[config.mk]
export PLATFORM = sky130hd
export DESIGN_NAME = lphm_ctrl
export DESIGN_NICKNAME = d
export VERILOG_FILES = /design/src/rtl/core/lphm_pkg.sv /design/src/rtl/core/lphm_ctrl.sv
export SDC_FILE = /design/constraint.sdc
export NUM_CORES = 1
export LEC_CHECK = 0
export ABC_AREA = 1
export BUFFER_PORTS_ARGS = -buffer_cell sky130_fd_sc_hd__buf_2
export CORE_ASPECT_RATIO = 1.75
export CORE_MARGIN = 1.5
export CORE_UTILIZATION = 30
export DETAILED_ROUTE_END_ITERATION = 7
export PLACE_DENSITY = 0.5
export SLEW_MARGIN = 20
export SYNTH_ARGS = -nofsm -noshare
export SYNTH_HDL_FRONTEND = slang
export SYNTH_SLANG_ARGS = --single-unit
[constraint.sdc]
create_clock -name clk -period 2.65 [get_ports clk]
set_input_delay 0 -clock clk [delete_from_list [all_inputs] [get_ports clk]]
set_output_delay 0 -clock clk [all_outputs]
set_load 0.01 [all_outputs]
[src/rtl/core/lphm_pkg.sv]
package lphm_pkg;

	localparam logic [63:0] HASH_MUL   = 64'hff51afd7ed558ccd;
	localparam int          HASH_SHIFT = 33;
	localparam int          LOAD_NUM   = 3;
	localparam int          LOAD_DEN   = 4;

	typedef enum logic [1:0] {
		ST_OK   = 2'd0,
		ST_MISS = 2'd1,
		ST_FULL = 2'd2,
		ST_ZERO = 2'd3
	} status_t;

	typedef struct packed {
		logic        mode;
		logic [63:0] key;
		logic [31:0] value;
	} req_t;

	typedef struct packed {
		status_t     status;
		logic [31:0] value_out;
	} rsp_t;

	// Datapath operations issued by the controller, one per cycle.
	typedef enum logic [4:0] {
		OP_NONE,
		OP_CLR,
		OP_LOAD,
		OP_ZERO,
		OP_MUL0,
		OP_MUL1,
		OP_MUL2,
		OP_ADD,
		OP_HOME,
		OP_MOD,
		OP_NEXT,
		OP_HIT,
		OP_OVERWRITE,
		OP_MISS,
		OP_FULL,
		OP_INSERT,
		OP_PUSH
	} dp_op_t;

	typedef struct packed {
		dp_op_t op;
	} cmd_t;

	typedef struct packed {
		logic key_zero;
		logic mode_ins;
		logic hit;
		logic empty;
		logic full;
		logic home_ready;
		logic clr_last;
		logic out_busy;
	} sts_t;

endpackage

[src/rtl/core/lphm_ctrl.sv]
module lphm_ctrl (
	input  logic           clk,
	input  logic           arst_n,
	input  logic           req_valid,
	output logic           req_ready,
	input  lphm_pkg::sts_t sts,
	output lphm_pkg::cmd_t cmd
);

	typedef enum logic [10:0] {
		S_CLEAR = 11'b00000000001,
		S_IDLE  = 11'b00000000010,
		S_MUL0  = 11'b00000000100,
		S_MUL1  = 11'b00000001000,
		S_MUL2  = 11'b00000010000,
		S_ADD   = 11'b00000100000,
		S_HOME  = 11'b00001000000,
		S_MOD   = 11'b00010000000,
		S_READ  = 11'b00100000000,
		S_CMP   = 11'b01000000000,
		S_DONE  = 11'b10000000000
	} state_t;

	state_t state_q, state_d;

	assign req_ready = (state_q == S_IDLE);

	always_comb begin
		state_d = state_q;
		cmd.op  = lphm_pkg::OP_NONE;
		case (state_q)
			S_CLEAR: begin
				cmd.op = lphm_pkg::OP_CLR;
				if (sts.clr_last) begin
					state_d = S_IDLE;
				end
			end
			S_IDLE: begin
				if (req_valid) begin
					cmd.op  = lphm_pkg::OP_LOAD;
					state_d = S_MUL0;
				end
			end
			S_MUL0: begin
				if (sts.key_zero) begin
					cmd.op  = lphm_pkg::OP_ZERO;
					state_d = S_DONE;
				end else begin
					cmd.op  = lphm_pkg::OP_MUL0;
					state_d = S_MUL1;
				end
			end
			S_MUL1: begin
				cmd.op  = lphm_pkg::OP_MUL1;
				state_d = S_MUL2;
			end
			S_MUL2: begin
				cmd.op  = lphm_pkg::OP_MUL2;
				state_d = S_ADD;
			end
			S_ADD: begin
				cmd.op  = lphm_pkg::OP_ADD;
				state_d = S_HOME;
			end
			S_HOME: begin
				cmd.op  = lphm_pkg::OP_HOME;
				state_d = S_MOD;
			end
			S_MOD: begin
				if (sts.home_ready) begin
					state_d = S_READ;
				end else begin
					cmd.op = lphm_pkg::OP_MOD;
				end
			end
			S_READ: begin
				state_d = S_CMP;
			end
			S_CMP: begin
				if (sts.hit) begin
					cmd.op  = sts.mode_ins ? lphm_pkg::OP_OVERWRITE : lphm_pkg::OP_HIT;
					state_d = S_DONE;
				end else if (sts.empty) begin
					if (!sts.mode_ins) begin
						cmd.op = lphm_pkg::OP_MISS;
					end else if (sts.full) begin
						cmd.op = lphm_pkg::OP_FULL;
					end else begin
						cmd.op = lphm_pkg::OP_INSERT;
					end
					state_d = S_DONE;
				end else begin
					cmd.op  = lphm_pkg::OP_NEXT;
					state_d = S_READ;
				end
			end
			S_DONE: begin
				if (!sts.out_busy) begin
					cmd.op  = lphm_pkg::OP_PUSH;
					state_d = S_IDLE;
				end
			end
			default: begin
				state_d = S_CLEAR;
			end
		endcase
	end

	always_ff @(posedge clk or negedge arst_n) begin
		if (!arst_n) begin
			state_q <= S_CLEAR;
		end else begin
			state_q <= state_d;
		end
	end

endmodule

==> results.md <==
* Fin. max-slew vios at 0
* Clock skew at roughly 2.2 ps
* Pwr/cell area at about 670 nW/um2
* Number of remaining DRC errors at 0
* Area Overhead vs Synth at 21.9%
* Grt total ovfl at 0
* Critical path buffers and inverters at 1
* CP endpoint: cmd[2]
* Initial antenna violation count at 0
* Commonest non-fill, non-tap cells in the layout: nand2_1 (31), inv_1 (21), buf_2 (16)
* Die ar. at between 2000 and 3000 um2
* Yosys cell types at 20
* DIE WIDTH at between 40 and 50 um
* Worst-Margin Slew at 424 ps
* Slew margin rel. at 0.715
* Commonest non-fill, non-tap cell in the layout: nand2_1
* Worst Path Required at around 2700 ps
* First-pass GRT wire length at between 2 and 3 mm
* CTS tree: done
* Met1 global-route usage at 0.177
* Outcome: finished clean
* Vias in the first global route at around 740
* GR Util met2 at 0.243
* Final worst path period share at 0.653
* Final min period at roughly 1700 ps
* GR peak layer: met2
* Vias at 751
* Synth Flop Type: dfrtp_1
* Largest Register: state_q
* Register area at between 200 and 300 um2
* Final WL at approximately 1.8 mm
* Max Cap Viol at 0
* Final nets at roughly 150
* Ant. Diodes at 0
* #FFs+latches synth at 11
* First DRT Iteration DRCs at 15
* Die height at approximately 70 um
* RSZ-0062 raised after global routing: no
* Clock transition at path regs at about 50 ps
* Post-DP HPWL at between 1.5 and 2 mm
* CTS Sinks at 11
* Overall global routing resource usage at 0.149
* Top Registers: state_q (11)
* Layout cells sized above 1 at 0.241
* WP data arrival at about 1700 ps
* Yosys Warn Count at 0
* Kind of critical path: reg2out
* EDFF count, synth at 0
* Core area at between 2000 and 2500 um2
* Synthesized area per cell at about 6.6 um2
* RR Endpoint: state_q[1]
* Routed Antenna Nets at 0
* P_leak at between 0.0005 and 0.0006 uW
* Initial Utilization at 0.311
* Ys async rst share at 1.00
* Total CTS buffers at 3
* Part of the Yosys area used for sequential elements at 0.361
* Ports at 17
* Min-delay worst type: in2reg
* Clock root buffer: clkbuf_8
* Final Hold Viols at 0
* Met3 Use GR at 0.0286
* Maximum vdd drop at approximately 0.00035 V
* Reg2reg path depth at 8
* CP max stage delay at 540 ps
* Area of the multi-input gates at around 410 um2
* Reg2reg start: state_q[3]
* Placed Area at 880 um2
* Setup violations, final at 0
* IO buf count at 16
* WL/cell at 10.8 um
* Vias per Instance at 4.61
* Crit-path max FO at 6
* Setup Total Neg Slack at 0 ps
* Initial DRT Pass Iterations at 4
* Site Rows at 24
* Syn_nets at approximately 130
* Cells after Synth at ~120
* CTS Buffer Depth at 2
* Origin of the worst setup path: state_q[0]
* CP endpoint kind: primary output
* Max Clk Rate at 578 MHz
* Final instance area at ~930 um2
* Post-CTS sizing at 0
* CP max stage cell: dfstp_2
* Critical-path cell list: nor2_1, nand2_1, nor2_4, o21ai_0, nand3_1, or2_1, buf_2
* Worst reg2reg setup slack at 1250 ps
* CP startpoint kind: flop
* Synthesized area at 767 um2
* GPL Wtd Cong at just over 0.8
* Critical path's top delay family: simple AND/OR/NAND/NOR gates
* CP Depth at 7
* Max reg flops at 11
* Htree depth at 1
* Skew-Pair Late Insertion Delay at 240 ps
* FILL cells at 275
* Largest net degree at the start of global routing at 12
-- synthesized netlist by cell type (2+ instances only) --
master	number	area, um2
nor2_4	3	33.8
nand3_1	10	50.1
nand4_1	3	18.8
nand2_2	4	25.0
nor2_2	4	25.0
nor3_1	4	20.0
o21ai_0	2	10.0
nor2_1	15	56.3
nand2_1	31	116
dfrtp_1	10	250
inv_1	21	78.8
-- worst min path at each step --
| stage | depth (start not counted) | end | from | slack [ps] |
|---|---|---|---|---|
| 4_1_cts | 3 | state_q[2] | req_valid | 20 |
| 3_3_place_gp | 1 | state_q[1] | arst_n | -110 |
| 6_report | 3 | state_q[2] | req_valid | 20 |
| 2_1_floorplan | 0 | state_q[10] | arst_n | -300 |
| 3_5_place_dp | 1 | state_q[1] | arst_n | -110 |
| 5_1_grt | 3 | state_q[2] | req_valid | 40 |
-- cell families (layout without fill, tap and decap cells) --
kind of cell	after synthesis	in the layout	share of synthesized area
AO/OA/AOI/OAI	5	5	0.0375
buffers and inverters	21	42	0.103
flip-flops	11	11	0.361
AND/OR/NAND/NOR	79	79	0.499
-- through the flow --
step	std cells	utilization	total power [uW]	worst slack [ps]	hold WS, ps
finish	163	0.380	631	919	21.3
global route	163	0.380	677	833	45.0
CTS	163	0.380	637	934	24.9
detailed placement	158	0.357	465	1200	-113
global placement	158	0.357	464	1200	-113
floorplan	116	-	390	1410	-296
-- report_power, final --
| part | internal, uW | switching (uW) |
|---|---|---|
| clock | 106 | 64.6 |
| sequential | 194 | 13.6 |
| combinational | 88.2 | 165 |
-- worst reg2reg max path, delay by kind of cell, from the launching register on --
kind | cells | cell delay [ps]
and+or+nand+nor | 8 | 910
DFF | 1 | 380
-- area by class of cell --
cell class	count	area share
Timing Repair Buffer	17	0.0964
Inverter	21	0.0843
Clock buffer	4	0.0482
Sequential cell	11	0.296
Tap cell	26	0.0348
Multi-Input combinational cell	84	0.440
-- repair_timing --
| item | 4_1_cts | 5_1_grt |
|---|---|---|
| buffers inserted | 0 | 0 |
| hold buffers | 1 | 0 |
| hold endpoints to repair | 11 | 0 |
-- metal layers --
metal  up-vias  wire [um]
li1        403          -
met3         5         67
met4         0         43
met5         -          0
met1       325        731
met2        18        921
Note: power is estimated with default switching activity, not from simulation.
